$ cat src/mbs_pkg.sv
// ----------------------------------------------------------------------------
// mbs_pkg - shared types and constants of the multipart boundary scanner
// Byte and hash widths, marker constants, register indexes and the result
// command that the scan controller hands to the result stage.
// ----------------------------------------------------------------------------
package mbs_pkg;

   localparam int BYTE_W               = 8;
   localparam int HASH_W               = 32;
   localparam int LEN_W                = 6;
   localparam int CSR_IDX_W            = 1;
   localparam int DEF_MAX_BOUNDARY_LEN = 56;

   // CR LF '-' '-' as it sits in the window, oldest byte on top
   localparam logic [HASH_W-1:0] MARKER      = 32'h0d0a2d2d;
   // CR LF preloaded so that a boundary at the very start is found
   localparam logic [HASH_W-1:0] WINDOW_INIT = 32'h000d0a00;
   // 40^4 + 40^3 + 40^2 + 40 + 1
   localparam logic [HASH_W-1:0] HASH_MUL    = 32'd2625641;

   localparam logic [CSR_IDX_W-1:0] CSR_BOUNDARY_HASH = 1'b0;
   localparam logic [CSR_IDX_W-1:0] CSR_BOUNDARY_LEN  = 1'b1;

   // one result command: emit pushes a result, close ends the current item
   typedef struct packed {
      logic              emit;
      logic              close;
      logic [BYTE_W-1:0] out_byte;
      logic              is_boundary;
   } mbs_emit_type;

   // byte idx of the marker, first byte at idx 0
   function automatic logic [BYTE_W-1:0] mbs_marker_byte(input logic [1:0] idx);
      logic [HASH_W-1:0] sh;
      sh = MARKER >> {~idx, 3'b000};
      return sh[BYTE_W-1:0];
   endfunction

endpackage

$ cat src/multipart_boundary_scanner_core.sv
// ----------------------------------------------------------------------------
// multipart_boundary_scanner_core - multipart body boundary scanner
// Bytes of a request body go in on req_*, one per item; req_tlast marks the
// last body byte. Each input item gives zero or more results on rsp_*:
// a payload byte (rsp_tuser low) or a boundary hit (rsp_tuser high), and
// rsp_tlast is high on the final result of that input item.
// The csr_* port sets the expected boundary hash (index 0) and the boundary
// length (index 1); write it only while no item is in flight.
// While scanning or collecting, input bytes are taken back to back as long as
// the result stage has room. A hash mismatch first releases the marker (its
// first byte with the mismatch, the rest from ST_MARK), then rescans each
// candidate byte by a read of the candidate memory (ST_RD) and a step (ST_RP).
// The end of body goes through ST_FIN, then ST_FHELD for each held byte, or
// the pending marker and candidates, and ST_CLOSE.
// A result on rsp_* comes from the output register; it is first kept in the
// hold register while it is not yet known whether it ends its item.
// Reset clears the scan state (window preloaded with CR LF), sets the hash
// to 0 and the length to 1. A stalled rsp_tready holds the output register
// and backs up into req_tready; no result is lost.
// ----------------------------------------------------------------------------
module multipart_boundary_scanner_core #(
   parameter int MAX_BOUNDARY_LEN = mbs_pkg::DEF_MAX_BOUNDARY_LEN
) (
   input  logic                          clock,
   input  logic                          reset,
   input  logic                          req_tvalid,
   output logic                          req_tready,
   input  logic [mbs_pkg::BYTE_W-1:0]    req_tdata,   // data_byte
   input  logic                          req_tlast,   // end_of_body
   output logic                          rsp_tvalid,
   input  logic                          rsp_tready,
   output logic [mbs_pkg::BYTE_W-1:0]    rsp_tdata,   // out_byte
   output logic                          rsp_tuser,   // is_boundary
   output logic                          rsp_tlast,   // last_of_run
   input  logic                          csr_we,
   input  logic [mbs_pkg::CSR_IDX_W-1:0] csr_index,
   input  logic [mbs_pkg::HASH_W-1:0]    csr_wdata
);
   import mbs_pkg::*;

   localparam int CNT_W = $clog2(MAX_BOUNDARY_LEN + 1);

   logic [HASH_W-1:0] bhash_ff, bhash_in;
   logic [CNT_W-1:0]  elen_ff, elen_in;
   logic [LEN_W-1:0]  len_raw;
   mbs_emit_type      cmd;
   logic              room;

   // clamp the length at write time: zero acts as one, large as the maximum
   always_comb begin
      len_raw  = csr_wdata[LEN_W-1:0];
      bhash_in = bhash_ff;
      elen_in  = elen_ff;
      if (csr_we) begin
         case (csr_index)
            CSR_BOUNDARY_HASH: bhash_in = csr_wdata;
            CSR_BOUNDARY_LEN: begin
               if (len_raw == '0) begin
                  elen_in = CNT_W'(1);
               end else if (len_raw > LEN_W'(MAX_BOUNDARY_LEN)) begin
                  elen_in = CNT_W'(MAX_BOUNDARY_LEN);
               end else begin
                  elen_in = CNT_W'(len_raw);
               end
            end
            default: ;
         endcase
      end
   end

   always_ff @(posedge clock) begin
      if (reset) begin
         bhash_ff <= '0;
         elen_ff  <= CNT_W'(1);
      end else begin
         bhash_ff <= bhash_in;
         elen_ff  <= elen_in;
      end
   end

   mbs_scan_ctrl #(
      .MAX_BOUNDARY_LEN (MAX_BOUNDARY_LEN),
      .CNT_W            (CNT_W)
   ) u_ctrl (
      .clock      (clock),
      .reset      (reset),
      .req_tvalid (req_tvalid),
      .req_tready (req_tready),
      .req_tdata  (req_tdata),
      .req_tlast  (req_tlast),
      .bnd_hash   (bhash_ff),
      .eff_len    (elen_ff),
      .room       (room),
      .cmd        (cmd)
   );

   mbs_result_stage u_out (
      .clock      (clock),
      .reset      (reset),
      .cmd        (cmd),
      .room       (room),
      .rsp_tvalid (rsp_tvalid),
      .rsp_tready (rsp_tready),
      .rsp_tdata  (rsp_tdata),
      .rsp_tuser  (rsp_tuser),
      .rsp_tlast  (rsp_tlast)
   );

endmodule

$ cat src/mbs_cand_mem.sv
// ----------------------------------------------------------------------------
// mbs_cand_mem - candidate byte memory
// One write port and one read port, read data registered.
// ----------------------------------------------------------------------------
module mbs_cand_mem #(
   parameter int ADDR_W = 6
) (
   input  logic                      clock,
   input  logic                      wr_en,
   input  logic [ADDR_W-1:0]         wr_addr,
   input  logic [mbs_pkg::BYTE_W-1:0] wr_data,
   input  logic                      rd_en,
   input  logic [ADDR_W-1:0]         rd_addr,
   output logic [mbs_pkg::BYTE_W-1:0] rd_data
);
   import mbs_pkg::*;

   logic [BYTE_W-1:0] mem_ff [2**ADDR_W];
   logic [BYTE_W-1:0] rd_data_ff;

   always_ff @(posedge clock) begin
      if (wr_en) begin
         mem_ff[wr_addr] <= wr_data;
      end
      if (rd_en) begin
         rd_data_ff <= mem_ff[rd_addr];
      end
   end

   assign rd_data = rd_data_ff;

endmodule

$ cat src/mbs_result_stage.sv
// ----------------------------------------------------------------------------
// mbs_result_stage - result hold and output register
// Keeps the newest result back until it is known whether it ends its item,
// so that the last flag is right, and drives the result channel.
// ----------------------------------------------------------------------------
module mbs_result_stage (
   input  logic                       clock,
   input  logic                       reset,
   input  mbs_pkg::mbs_emit_type      cmd,
   output logic                       room,
   output logic                       rsp_tvalid,
   input  logic                       rsp_tready,
   output logic [mbs_pkg::BYTE_W-1:0] rsp_tdata,   // out_byte
   output logic                       rsp_tuser,   // is_boundary
   output logic                       rsp_tlast    // last_of_run
);
   import mbs_pkg::*;

   logic              hold_vld_ff, hold_vld_in;
   logic              hclose_ff, hclose_in;
   logic [BYTE_W-1:0] hold_byte_ff, hold_byte_in;
   logic              hold_bnd_ff, hold_bnd_in;
   logic              out_vld_ff, out_vld_in;
   logic [BYTE_W-1:0] out_byte_ff, out_byte_in;
   logic              out_bnd_ff, out_bnd_in;
   logic              out_last_ff, out_last_in;
   logic              free;

   always_comb begin
      free         = !out_vld_ff || rsp_tready;
      room         = free && !hclose_ff;
      hold_vld_in  = hold_vld_ff;
      hclose_in    = hclose_ff;
      hold_byte_in = hold_byte_ff;
      hold_bnd_in  = hold_bnd_ff;
      out_vld_in   = out_vld_ff && !rsp_tready;
      out_byte_in  = out_byte_ff;
      out_bnd_in   = out_bnd_ff;
      out_last_in  = out_last_ff;
      if (hclose_ff) begin
         // drain the held result as the last one of its item
         if (free) begin
            out_vld_in  = 1'b1;
            out_byte_in = hold_byte_ff;
            out_bnd_in  = hold_bnd_ff;
            out_last_in = 1'b1;
            hold_vld_in = 1'b0;
            hclose_in   = 1'b0;
         end
      end else if (cmd.emit) begin
         if (hold_vld_ff) begin
            out_vld_in   = 1'b1;
            out_byte_in  = hold_byte_ff;
            out_bnd_in   = hold_bnd_ff;
            out_last_in  = 1'b0;
            hold_byte_in = cmd.out_byte;
            hold_bnd_in  = cmd.is_boundary;
            hclose_in    = cmd.close;
         end else if (cmd.close) begin
            out_vld_in  = 1'b1;
            out_byte_in = cmd.out_byte;
            out_bnd_in  = cmd.is_boundary;
            out_last_in = 1'b1;
         end else begin
            hold_vld_in  = 1'b1;
            hold_byte_in = cmd.out_byte;
            hold_bnd_in  = cmd.is_boundary;
         end
      end else if (cmd.close && hold_vld_ff) begin
         out_vld_in  = 1'b1;
         out_byte_in = hold_byte_ff;
         out_bnd_in  = hold_bnd_ff;
         out_last_in = 1'b1;
         hold_vld_in = 1'b0;
      end
   end

   always_ff @(posedge clock) begin
      if (reset) begin
         hold_vld_ff <= 1'b0;
         hclose_ff   <= 1'b0;
         out_vld_ff  <= 1'b0;
      end else begin
         hold_vld_ff <= hold_vld_in;
         hclose_ff   <= hclose_in;
         out_vld_ff  <= out_vld_in;
      end
   end

   always_ff @(posedge clock) begin
      hold_byte_ff <= hold_byte_in;
      hold_bnd_ff  <= hold_bnd_in;
      out_byte_ff  <= out_byte_in;
      out_bnd_ff   <= out_bnd_in;
      out_last_ff  <= out_last_in;
   end

   assign rsp_tvalid = out_vld_ff;
   assign rsp_tdata  = out_byte_ff;
   assign rsp_tuser  = out_bnd_ff;
   assign rsp_tlast  = out_last_ff;

endmodule

$ cat src/mbs_scan_ctrl.sv
// ----------------------------------------------------------------------------
// mbs_scan_ctrl - marker scan, candidate hashing, replay and flush
// Candidates live in a circular memory. After a mismatch the queue of bytes
// to rescan is a contiguous range of that memory, read back one byte at a
// time; a marker found inside it just moves the candidate start pointer.
// ----------------------------------------------------------------------------
module mbs_scan_ctrl #(
   parameter int MAX_BOUNDARY_LEN = mbs_pkg::DEF_MAX_BOUNDARY_LEN,
   parameter int CNT_W            = $clog2(MAX_BOUNDARY_LEN + 1)
) (
   input  logic                       clock,
   input  logic                       reset,
   input  logic                       req_tvalid,
   output logic                       req_tready,
   input  logic [mbs_pkg::BYTE_W-1:0] req_tdata,
   input  logic                       req_tlast,
   input  logic [mbs_pkg::HASH_W-1:0] bnd_hash,
   input  logic [CNT_W-1:0]           eff_len,
   input  logic                       room,
   output mbs_pkg::mbs_emit_type      cmd
);
   import mbs_pkg::*;

   localparam int ADDR_W = (MAX_BOUNDARY_LEN > 1) ? $clog2(MAX_BOUNDARY_LEN) : 1;

   typedef enum logic [6:0] {
      ST_IDLE  = 7'b0000001,
      ST_MARK  = 7'b0000010,
      ST_RD    = 7'b0000100,
      ST_RP    = 7'b0001000,
      ST_FIN   = 7'b0010000,
      ST_FHELD = 7'b0100000,
      ST_CLOSE = 7'b1000000
   } state_type;

   typedef enum logic [2:0] {
      MODE_SCAN    = 3'b001,
      MODE_COLLECT = 3'b010,
      MODE_SKIP    = 3'b100
   } mode_type;

   state_type         state_ff, state_in;
   mode_type          mode_ff, mode_in;
   logic [HASH_W-1:0] win_ff, win_in;
   logic [1:0]        held_ff, held_in;
   logic [CNT_W-1:0]  cnt_ff, cnt_in;
   logic [HASH_W-1:0] hash_ff, hash_in;
   logic [1:0]        skip_ff, skip_in;
   logic [ADDR_W-1:0] cs_ff, cs_in;
   logic [ADDR_W-1:0] rp_ff, rp_in;
   logic [ADDR_W-1:0] tail_ff, tail_in;
   logic [1:0]        idx_ff, idx_in;
   logic              fl_ff, fl_in;
   logic              eob_ff, eob_in;

   // single-byte step
   logic [BYTE_W-1:0] src_byte;
   logic [HASH_W-1:0] scan_v;
   logic [CNT_W-1:0]  cnt_inc;
   logic [HASH_W-1:0] hash_mix;
   mode_type          s_mode;
   logic [HASH_W-1:0] s_win;
   logic [1:0]        s_held;
   logic [CNT_W-1:0]  s_cnt;
   logic [HASH_W-1:0] s_hash;
   logic [1:0]        s_skip;
   logic              s_emit, s_bnd, s_mis, s_mark;
   logic [BYTE_W-1:0] s_byte;

   logic              mem_we, mem_re;
   logic [ADDR_W-1:0] wr_addr;
   logic [BYTE_W-1:0] rd_data;
   logic [ADDR_W-1:0] rp_nxt;

   mbs_cand_mem #(
      .ADDR_W (ADDR_W)
   ) u_mem (
      .clock   (clock),
      .wr_en   (mem_we),
      .wr_addr (wr_addr),
      .wr_data (req_tdata),
      .rd_en   (mem_re),
      .rd_addr (rp_ff),
      .rd_data (rd_data)
   );

   assign src_byte = (state_ff == ST_RP) ? rd_data : req_tdata;
   assign wr_addr  = cs_ff + ADDR_W'(cnt_ff);
   assign rp_nxt   = rp_ff + 1'b1;

   always_comb begin
      scan_v   = win_ff | {{(HASH_W-BYTE_W){1'b0}}, src_byte};
      cnt_inc  = cnt_ff + 1'b1;
      hash_mix = hash_ff ^ (HASH_MUL * {{(HASH_W-BYTE_W){1'b0}}, src_byte});
      s_mode   = mode_ff;
      s_win    = win_ff;
      s_held   = held_ff;
      s_cnt    = cnt_ff;
      s_hash   = hash_ff;
      s_skip   = skip_ff;
      s_emit   = 1'b0;
      s_byte   = '0;
      s_bnd    = 1'b0;
      s_mis    = 1'b0;
      s_mark   = 1'b0;
      case (mode_ff)
         MODE_COLLECT: begin
            if (cnt_inc >= eff_len) begin
               s_cnt  = '0;
               s_hash = '0;
               s_emit = 1'b1;
               if (hash_mix == bnd_hash) begin
                  s_bnd  = 1'b1;
                  s_mode = MODE_SKIP;
                  s_skip = 2'd2;
               end else begin
                  // release the marker, first byte now, rest from ST_MARK
                  s_byte = mbs_marker_byte(2'd0);
                  s_mis  = 1'b1;
                  s_mode = MODE_SCAN;
                  s_win  = '0;
                  s_held = '0;
               end
            end else begin
               s_cnt  = cnt_inc;
               s_hash = hash_mix;
            end
         end
         MODE_SKIP: begin
            if (skip_ff != 2'd0) begin
               s_skip = skip_ff - 1'b1;
            end
            if (s_skip == 2'd0) begin
               s_mode = MODE_SCAN;
               s_win  = '0;
               s_held = '0;
            end
         end
         default: begin
            if (scan_v == MARKER) begin
               s_mark = 1'b1;
               s_held = '0;
               s_win  = '0;
               s_mode = MODE_COLLECT;
               s_cnt  = '0;
               s_hash = '0;
            end else begin
               if (held_ff == 2'd3) begin
                  s_emit = 1'b1;
                  s_byte = scan_v[HASH_W-1 -: BYTE_W];
               end else begin
                  s_held = held_ff + 1'b1;
               end
               s_win = {scan_v[HASH_W-BYTE_W-1:0], {BYTE_W{1'b0}}};
            end
         end
      endcase
   end

   always_comb begin
      state_in   = state_ff;
      mode_in    = mode_ff;
      win_in     = win_ff;
      held_in    = held_ff;
      cnt_in     = cnt_ff;
      hash_in    = hash_ff;
      skip_in    = skip_ff;
      cs_in      = cs_ff;
      rp_in      = rp_ff;
      tail_in    = tail_ff;
      idx_in     = idx_ff;
      fl_in      = fl_ff;
      eob_in     = eob_ff;
      cmd        = '0;
      mem_we     = 1'b0;
      mem_re     = 1'b0;
      req_tready = 1'b0;
      case (state_ff)
         ST_IDLE: begin
            req_tready = room;
            if (req_tvalid && room) begin
               mode_in = s_mode;
               win_in  = s_win;
               held_in = s_held;
               cnt_in  = s_cnt;
               hash_in = s_hash;
               skip_in = s_skip;
               mem_we  = (mode_ff == MODE_COLLECT);
               eob_in  = req_tlast;
               cmd.emit        = s_emit;
               cmd.out_byte    = s_byte;
               cmd.is_boundary = s_bnd;
               if (s_mis) begin
                  rp_in    = cs_ff;
                  tail_in  = wr_addr + 1'b1;
                  idx_in   = 2'd1;
                  state_in = ST_MARK;
               end else begin
                  if (s_mark) begin
                     cs_in = '0;
                  end
                  if (req_tlast) begin
                     state_in = ST_FIN;
                  end else begin
                     cmd.close = 1'b1;
                  end
               end
            end
         end
         ST_MARK: begin
            if (room) begin
               cmd.emit     = 1'b1;
               cmd.out_byte = mbs_marker_byte(idx_ff);
               idx_in       = idx_ff + 1'b1;
               if (idx_ff == 2'd3) begin
                  if (fl_ff) begin
                     rp_in   = cs_ff;
                     tail_in = wr_addr;
                     state_in = (cnt_ff == '0) ? ST_CLOSE : ST_RD;
                  end else begin
                     state_in = ST_RD;
                  end
               end
            end
         end
         ST_RD: begin
            mem_re   = 1'b1;
            state_in = ST_RP;
         end
         ST_RP: begin
            if (room) begin
               rp_in = rp_nxt;
               if (fl_ff) begin
                  cmd.emit     = 1'b1;
                  cmd.out_byte = rd_data;
                  state_in     = (rp_nxt == tail_ff) ? ST_CLOSE : ST_RD;
               end else begin
                  mode_in = s_mode;
                  win_in  = s_win;
                  held_in = s_held;
                  cnt_in  = s_cnt;
                  hash_in = s_hash;
                  skip_in = s_skip;
                  cmd.emit        = s_emit;
                  cmd.out_byte    = s_byte;
                  cmd.is_boundary = s_bnd;
                  if (s_mis) begin
                     // rescan again from the start of these candidates
                     rp_in    = cs_ff;
                     idx_in   = 2'd1;
                     state_in = ST_MARK;
                  end else begin
                     if (s_mark) begin
                        cs_in = rp_nxt;
                     end
                     if (rp_nxt == tail_ff) begin
                        if (eob_ff) begin
                           state_in = ST_FIN;
                        end else begin
                           cmd.close = 1'b1;
                           state_in  = ST_IDLE;
                        end
                     end else begin
                        state_in = ST_RD;
                     end
                  end
               end
            end
         end
         ST_FIN: begin
            if (mode_ff == MODE_COLLECT) begin
               fl_in    = 1'b1;
               idx_in   = 2'd0;
               state_in = ST_MARK;
            end else if (mode_ff == MODE_SCAN && held_ff != 2'd0) begin
               state_in = ST_FHELD;
            end else begin
               state_in = ST_CLOSE;
            end
         end
         ST_FHELD: begin
            if (room) begin
               cmd.emit = 1'b1;
               case (held_ff)
                  2'd3:    cmd.out_byte = win_ff[31:24];
                  2'd2:    cmd.out_byte = win_ff[23:16];
                  2'd1:    cmd.out_byte = win_ff[15:8];
                  default: cmd.out_byte = '0;
               endcase
               held_in = held_ff - 1'b1;
               if (held_ff == 2'd1) begin
                  state_in = ST_CLOSE;
               end
            end
         end
         ST_CLOSE: begin
            if (room) begin
               cmd.close = 1'b1;
               mode_in   = MODE_SCAN;
               win_in    = WINDOW_INIT;
               held_in   = '0;
               cnt_in    = '0;
               hash_in   = '0;
               skip_in   = '0;
               cs_in     = '0;
               fl_in     = 1'b0;
               state_in  = ST_IDLE;
            end
         end
         default: begin
            state_in = ST_IDLE;
         end
      endcase
   end

   always_ff @(posedge clock) begin
      if (reset) begin
         state_ff <= ST_IDLE;
         mode_ff  <= MODE_SCAN;
         win_ff   <= WINDOW_INIT;
         held_ff  <= '0;
         cnt_ff   <= '0;
         hash_ff  <= '0;
         skip_ff  <= '0;
         cs_ff    <= '0;
         rp_ff    <= '0;
         tail_ff  <= '0;
         idx_ff   <= '0;
         fl_ff    <= 1'b0;
         eob_ff   <= 1'b0;
      end else begin
         state_ff <= state_in;
         mode_ff  <= mode_in;
         win_ff   <= win_in;
         held_ff  <= held_in;
         cnt_ff   <= cnt_in;
         hash_ff  <= hash_in;
         skip_ff  <= skip_in;
         cs_ff    <= cs_in;
         rp_ff    <= rp_in;
         tail_ff  <= tail_in;
         idx_ff   <= idx_in;
         fl_ff    <= fl_in;
         eob_ff   <= eob_in;
      end
   end

endmodule
$ cat config.mk
export PLATFORM = sky130hd
export DESIGN_NAME = multipart_boundary_scanner_core
export DESIGN_NICKNAME = d
export VERILOG_FILES = /design/src/mbs_pkg.sv /design/src/multipart_boundary_scanner_core.sv /design/src/mbs_cand_mem.sv /design/src/mbs_result_stage.sv /design/src/mbs_scan_ctrl.sv
export SDC_FILE = /design/constraint.sdc
export NUM_CORES = 1
export LEC_CHECK = 0
export ABC_AREA = 1
export BUFFER_PORTS_ARGS = -buffer_cell sky130_fd_sc_hd__clkbuf_2
export CAP_MARGIN = 20
export CORE_ASPECT_RATIO = 0.7
export CORE_MARGIN = 2
export CORE_UTILIZATION = 42
export CTS_CLUSTER_SIZE = 20
export DETAILED_ROUTE_END_ITERATION = 7
export GPL_TIMING_DRIVEN = 0
export SYNTH_ARGS = -nofsm -noshare
export SYNTH_HDL_FRONTEND = slang
export SYNTH_SLANG_ARGS = --single-unit
$ cat constraint.sdc
create_clock -name clock -period 6.2 [get_ports clock]
set_input_delay 1.24 -clock clock [delete_from_list [all_inputs] [get_ports clock]]
set_output_delay 1.24 -clock clock [all_outputs]
set_load 0.05 [all_outputs]
* Word level (Yosys, flattened, before mapping)
Memories as Yosys holds them, arrays and structs flattened. A register that Yosys moved wholly into a read port is not among the register bits.
Index checks and enable logic that the tools add are counted.
** Word-level totals
- Register bits after elaboration :: 166
- Output and inout port bits :: 12
- Latch bits :: 0
- Word-level logic and storage cells :: 306
- Memories kept :: 1
- Bits in writable memories :: 512
- Bits of input ports :: 47
- Bits in read-only memories :: 0
** Memory list
- u_ctrl.u_mem.mem_ff :: depth 64, bits a word 8, rd ports 1, clocked after memory_dff 1, write ports 1, line mbs_cand_mem.sv:18 : logic [BYTE_W-1:0] mem_ff [2**ADDR_W];
** Operators by class
- Bitwise operators :: 5
- Div/mod/pow operators :: 0
- Add/subtract/negate cells :: 8
- Reductions and logical operators :: 37
- Shift-type cells :: 1
- Order comparisons :: 2
- Eq/ne operators :: 36
- $mul :: 1
- Mux-type cells :: 192
** Operators with widths (count)
- $mux W32 :: 14
- $pmux W32 S3 :: 2
- $mux W6 :: 28
- $pmux W32 S2 :: 2
- $mux W8 :: 15
- $mux W7 :: 17
- $mux W1 :: 58
- $pmux W6 S3 :: 3
- $pmux W7 S7 :: 1
- $mux W2 :: 23
- $eq A32 B28 Y1 const B :: 1
- $eq A32 B32 Y1 :: 1
- $or A32 B8 Y32 :: 1
- $pmux W8 S4 :: 1
- $xor A32 B30 Y32 :: 1
- $mul A22 B8 Y30 const A :: 1
- $shr A28 B5 Y8 const A :: 1
- $mux W3 :: 8
- $ne A2 B1 Y1 const B :: 12
- $pmux W6 S2 :: 2
- $pmux W8 S3 :: 1
- $mux W11 :: 2
- $add A6 B1 Y6 const B :: 3
- $reduce_and A6 Y1 :: 3
- other kinds (48) :: 81

* Depth between registers and ports, before layout
- Word-level depth :: 16
- Gate-level depth with buffers :: 41
- Mapped depth without buffers :: 40

* Cells and area by module
A second synthesis with hierarchy kept.
** Second synthesis, totals
- Cells, all modules :: 3455
- Area total of the unflattened synthesis :: 32433.6 µm²
** Modules (own cells, without submodules)
- mbs_cand_mem :: cells an instance 1822, area an instance 21371.7 µm², seq. area each 15615.0 µm², instances 1
- mbs_scan_ctrl :: cells an instance 1383, area an instance 8811.0 µm², seq. area each 1921.8 µm², instances 1
- multipart_boundary_scanner_core :: cells an instance 172, area an instance 1356.3 µm², seq. area each 760.7 µm², instances 1
- mbs_result_stage :: cells an instance 78, area an instance 894.6 µm², seq. area each 630.6 µm², instances 1

* Worst setup path after synthesis
No wires, ideal clock.
- Path kind :: in2reg
- From :: input req_tdata[4] in the netlist's numbering
- To :: register u_out.out_byte_ff[0], in the netlist u_out.rsp_tdata[0], enable pin
- Path slack :: 0.296 ns
- Arrival :: 5.570 ns
- Path buffers :: 0
- Cell stages on the path :: 29
- Setup time :: 0.334 ns
- Required time :: 5.866 ns
- Cell sequence :: nand2_1 -> o21ai_1 -> ha_1 -> ha_1 -> inv_1 -> fa_1 -> fa_1 -> inv_1 -> ha_1 -> nand2_1 -> nand2_1 -> nand4_1 -> nand2_1 -> nand2_1 -> nand2_1 -> nand3_1 -> o21ai_1 -> or2_2 -> nand3b_1 -> nand2_1 -> nor2_2 -> nand2_2 -> o21bai_4 -> nand4_1 -> nand2_1 -> nand2_2 -> nand3_2 -> o211ai_1 -> inv_1
** Between the ends
- Cells in the longest elaborated chain, start to end :: 14
- Elaborated cells between the ends (all ways) :: 23
- Classes of those cells :: 1 x mul; 3 x eq/ne; 14 x mux; 2 x bitwise; 3 x reduce/logical
** RTL lines
- start, declared :: line multipart_boundary_scanner_core.sv:28 : input logic [mbs_pkg::BYTE_W-1:0] req_tdata,
- $mux W8 (*) :: line mbs_scan_ctrl.sv:87 : assign src_byte = (state_ff == ST_RP) ? rd_data : req_tdata;
- $mul A22 B8 Y30 :: line mbs_scan_ctrl.sv:94 : hash_mix = hash_ff ^ (HASH_MUL * {{(HASH_W-BYTE_W){1'b0}}, src_byte});
- $xor A32 B30 Y32 :: line mbs_scan_ctrl.sv:94
- $eq A32 B32 Y1 :: line mbs_scan_ctrl.sv:112 : if (hash_mix == bnd_hash) begin
- $mux W1 :: line mbs_scan_ctrl.sv:112
- $mux W1 :: line mbs_scan_ctrl.sv:108 : if (cnt_inc >= eff_len) begin
- $mux W1 :: line mbs_scan_ctrl.sv:106 : case (mode_ff)
- $mux W1 :: line mbs_scan_ctrl.sv:247 : if (s_mis) begin
- $mux W1 :: line mbs_scan_ctrl.sv:233 : if (fl_ff) begin
- $mux W11 :: line mbs_scan_ctrl.sv:231 : if (room) begin
- $pmux W1 S3 :: line mbs_scan_ctrl.sv:178 : case (state_ff)
- $logic_and A1 B1 Y1 :: line mbs_result_stage.sv:69 : end else if (cmd.close && hold_vld_ff) begin
- $reduce_bool A3 Y1 (no source line)
- $reduce_and A3 Y1 (no source line) (*)
- end signal, assigned :: line mbs_result_stage.sv:93 : out_byte_ff <= out_byte_in;
- end, declared :: line mbs_result_stage.sv:24 : logic [BYTE_W-1:0] out_byte_ff, out_byte_in;
Mark *: on every way between the ends. The rest lies on a longest branch, timed or not.
A chain may end at the register's enable or synchronous reset.

* Final worst setup path
- From :: input req_tdata[7] in the netlist's numbering
- To :: register u_ctrl.held_ff[1]
** Between the ends
- Cells in the longest elaborated chain, start to end :: 10
- Elaborated cells between the ends (all ways) :: 14
- Classes of those cells :: 1 x mul; 2 x eq/ne; 9 x mux; 2 x bitwise
** RTL lines
- $mux W8 (*) :: line mbs_scan_ctrl.sv:87
- $mul A22 B8 Y30 :: line mbs_scan_ctrl.sv:94
- $xor A32 B30 Y32 :: line mbs_scan_ctrl.sv:94
- $eq A32 B32 Y1 :: line mbs_scan_ctrl.sv:112
- $mux W2 :: line mbs_scan_ctrl.sv:112
- $mux W2 :: line mbs_scan_ctrl.sv:108
- $pmux W2 S2 (*) :: line mbs_scan_ctrl.sv:106
- $mux W2 :: line mbs_scan_ctrl.sv:233
- $mux W2 :: line mbs_scan_ctrl.sv:231
- $pmux W2 S4 (*) :: line mbs_scan_ctrl.sv:178
- end signal, assigned :: line mbs_scan_ctrl.sv:335 : held_ff <= held_in;
- end, declared :: line mbs_scan_ctrl.sv:45 : logic [1:0] held_ff, held_in;
Mark *: on every way between the ends. The rest lies on a longest branch, timed or not. The select of a mux whose other input is x is not followed.

==> run summary <==
outcome: finished clean
DR iter-0 viols: 3727
mean post-synth cell area: 9.945 um2
Least-Margin Pin Slew: 1.208 ns
H-tree levels: 3
VDD IR-drop max: 0.2027 mV
minimum clock period after layout: 5.941 ns
Crit path max-delay family: simple AND/OR/NAND/NOR gates
vias per inst: 5.893
initial antenna violation count: 5
clock transition at the registers of the reported paths: 0.06 ns
DRC Markers: 0
CP Class: primary input to register
crit share post-route: 95.82%
pin count of the biggest net entering global routing: 67
Main synth FF type: edfxtp_1
total CTS buffers: 69
drt first pass iters: 8
fin cells: 4347
layout cells sized above 1: 8.875%
clock sink total: 676
vias: 25620
die area: 76920 um2
Initial Util: 42.60%
required time worst endpoint: 6.72 ns
Final nets: 3459
core footprint: 73630 um2
Buf/Inv on CP: 4
Yosys reg bits: 676
Syn Nets: 3297
hpwl dp: 79360 um
Post-Synthesis Cells: 3154
synthesis warning total: 0
CTS root buffer: clkbuf_16
CTS tree: built
Power Density: 417.8 nW/um2
slew margin rel.: 18.82%
setup ws final: 0.2593 ns
dpl ws: -1.681 ns
Hold Crit Class: register to register
fmax: 168.3 MHz
I/O pins: 59
asr flop ratio synth: 0%
worst hold margin: 0.4680 ns
CP Data Arrival Time: 6.46 ns
routability cong.: 1.032
mapped cell area: 31370 um2
placed cell count: 4201
critical path launch point type: primary input
Post-Route WL: 113600 um
count of endpoints failing setup in the final report: 0
first-pass GRT wire length: 159900 um
CTS Buffer Depth: 3
slowest cell delay on critical path: 0.40 ns
register area share after synthesis: 60.35%
Port Buffers: 57
most used cell along the critical path: nand2_1
Global Route Usage Sum: 28.98%
leakage power: 13.21 nW
Crit. End Element: register
Clock Skew: 0.02391 ns
post-synthesis cell type count: 62
Final ANT Viol Nets: 0
Die Y: 232.6 um
EDFF count, synth: 539
CP max FO: 65
die width: 330.6 um
routed len/inst: 26.13 um
Overflow after GRT: 0
Slew Viols, Final: 0
endpoints failing hold: 0
max-cap violation count: 0
Worst path slowest cell: fa_1
row cnt: 83
vias in the first global route: 22890
Area Growth Syn to Fin: 14.38%
Clock Latency Late Sink: 0.65 ns
metrics by stage:
step,TNS [ns],total power [W],instance area [um2],util [%]
floorplan,0,0.008208,31370,-
global placement,-170.50,0.01046,32870,44.65
detailed placement,-95.44,0.01048,33040,44.88
CTS,0,0.01462,35480,48.18
global route,-0.03547,0.01546,35870,48.72
finish,0,0.01499,35880,48.72
path summary, 6_finish.rpt:
| path | cells past startpoint | to | slack, ns | startpoint |
|---|---|---|---|---|
| max reg2reg | 34 | u_ctrl.held_ff[1] | 0.32 | u_ctrl.state_ff[5] |
| min reg2reg | 2 | elen_ff[3] | 0.47 | elen_ff[3] |
| max | 29 | u_ctrl.held_ff[1] | 0.26 | req_tdata[7] |
| min | 2 | elen_ff[3] | 0.47 | elen_ff[3] |
where the power goes:
group | leakage, nW | switching, W | internal, W
Combinational | 6.21 | 0.00421 | 0.00136
Sequential | 5.95 | 0.000162 | 0.00509
Clock | 1.05 | 0.00187 | 0.00230
Total | 13.2 | 0.00624 | 0.00875
final cells by class:
cell class,count,area (um2)
antenna,1,2.502
timing repair inverter,1,7.507
clock inverter,37,387.9
clock buffer,87,1804
sequential,676,18930
buffer,152,614.3
timing repair buffer,90,757.0
tap,977,1222
multi-input combinational,2088,11250
inverter,238,893.4
fill,6808,37750
metal layers:
metal	part of all wire (%)	GRT usage, %
met5	0.040	0
met4	2.5	7.664
met3	14	9.062
met2	38	36.25
met1	46	46.73
kinds of logic (layout without fill, tap and decap cells):
kind of cell	Yosys count	after routing	synth area share, %
XOR/XNOR	48	48	1.384
other	0	1	0
multiplexers	1	1	0.03191
AO/OA/AOI/OAI	789	789	14.16
flip-flops	676	676	60.35
adder cells (fa/ha/maj)	96	96	4.069
buffers and inverters	390	605	4.767
AND/OR/NAND/NOR	1154	1154	15.25
what timing repair did:
action	in CTS	in global routing
endpoints found under the setup margin	78	75
hold buffers	0	0
cloned	2	4
pin swaps	10	23
setup buffers	6	10
resized for setup	36	61
worst min-delay path, stage by stage (launching register included):
cell,delay [ns]
dfxtp_1,0.30
inv_1,0.07
a21oi_1,0.06
Yosys cell counts, types with 3 or more instances:
cell type	instances	area (um2)
nor4_1	13	81.33
o221ai_1	19	166.4
inv_1	223	837.1
o211ai_1	24	180.2
buf_2	4	20.02
buf_4	5	37.54
xnor2_1	13	113.9
edfxtp_1	539	16190
o22ai_1	138	863.3
inv_2	9	33.78
nand2_1	356	1336
a221oi_1	3	26.28
o21bai_1	6	45.04
nor3_1	22	110.1
nand4_1	15	93.84
a22oi_1	11	82.58
fa_1	10	200.2
a32oi_1	3	26.28
a211oi_2	3	37.54
nor2_1	592	2222
dfxtp_1	137	2743
nand3_1	103	515.5
xor2_1	34	297.8
nor2_2	3	18.77
o21ai_1	8	40.04
ha_1	86	1076
o21ai_0	403	2017
a21oi_1	139	695.7
or2_2	5	31.28
clkinv_1	6	22.52
nand2_2	14	87.58
clkbuf_1	136	510.5
nand3b_1	14	105.1
buf_1	6	22.52
a211oi_1	6	45.04
o2111ai_1	3	26.28
a31oi_1	7	43.79
o32ai_1	5	43.79
nand3_2	3	30.03
flip-flops by register name (all words and copies together), names as in the netlist, 6 cells and up:
signal,cells
u_ctrl.cnt_ff,6
u_ctrl.rp_ff,6
u_ctrl.win_ff,24
u_ctrl.hash_ff,30
bhash_ff,32
u_ctrl.cs_ff,6
elen_ff,6
u_out.hold_byte_ff,8
u_ctrl.state_ff,7
u_ctrl.u_mem.mem_ff,512
u_ctrl.tail_ff,6
u_ctrl.u_mem.rd_data,8
u_out.rsp_tdata,8
cells in the final DEF (no fill, tap or decap), types with 82 or more instances in the layout:
| master | netlist | routed |
|---|---|---|
| nand3_1 | 103 | 96 |
| dfxtp_1 | 137 | 134 |
| nand2_1 | 356 | 336 |
| o22ai_1 | 138 | 138 |
| inv_1 | 223 | 221 |
| clkbuf_1 | 136 | 153 |
| edfxtp_1 | 539 | 539 |
| a21oi_1 | 139 | 137 |
| ha_1 | 86 | 82 |
| nor2_1 | 592 | 585 |
| o21ai_0 | 403 | 400 |
Note: power is estimated with default switching activity, not from simulation.
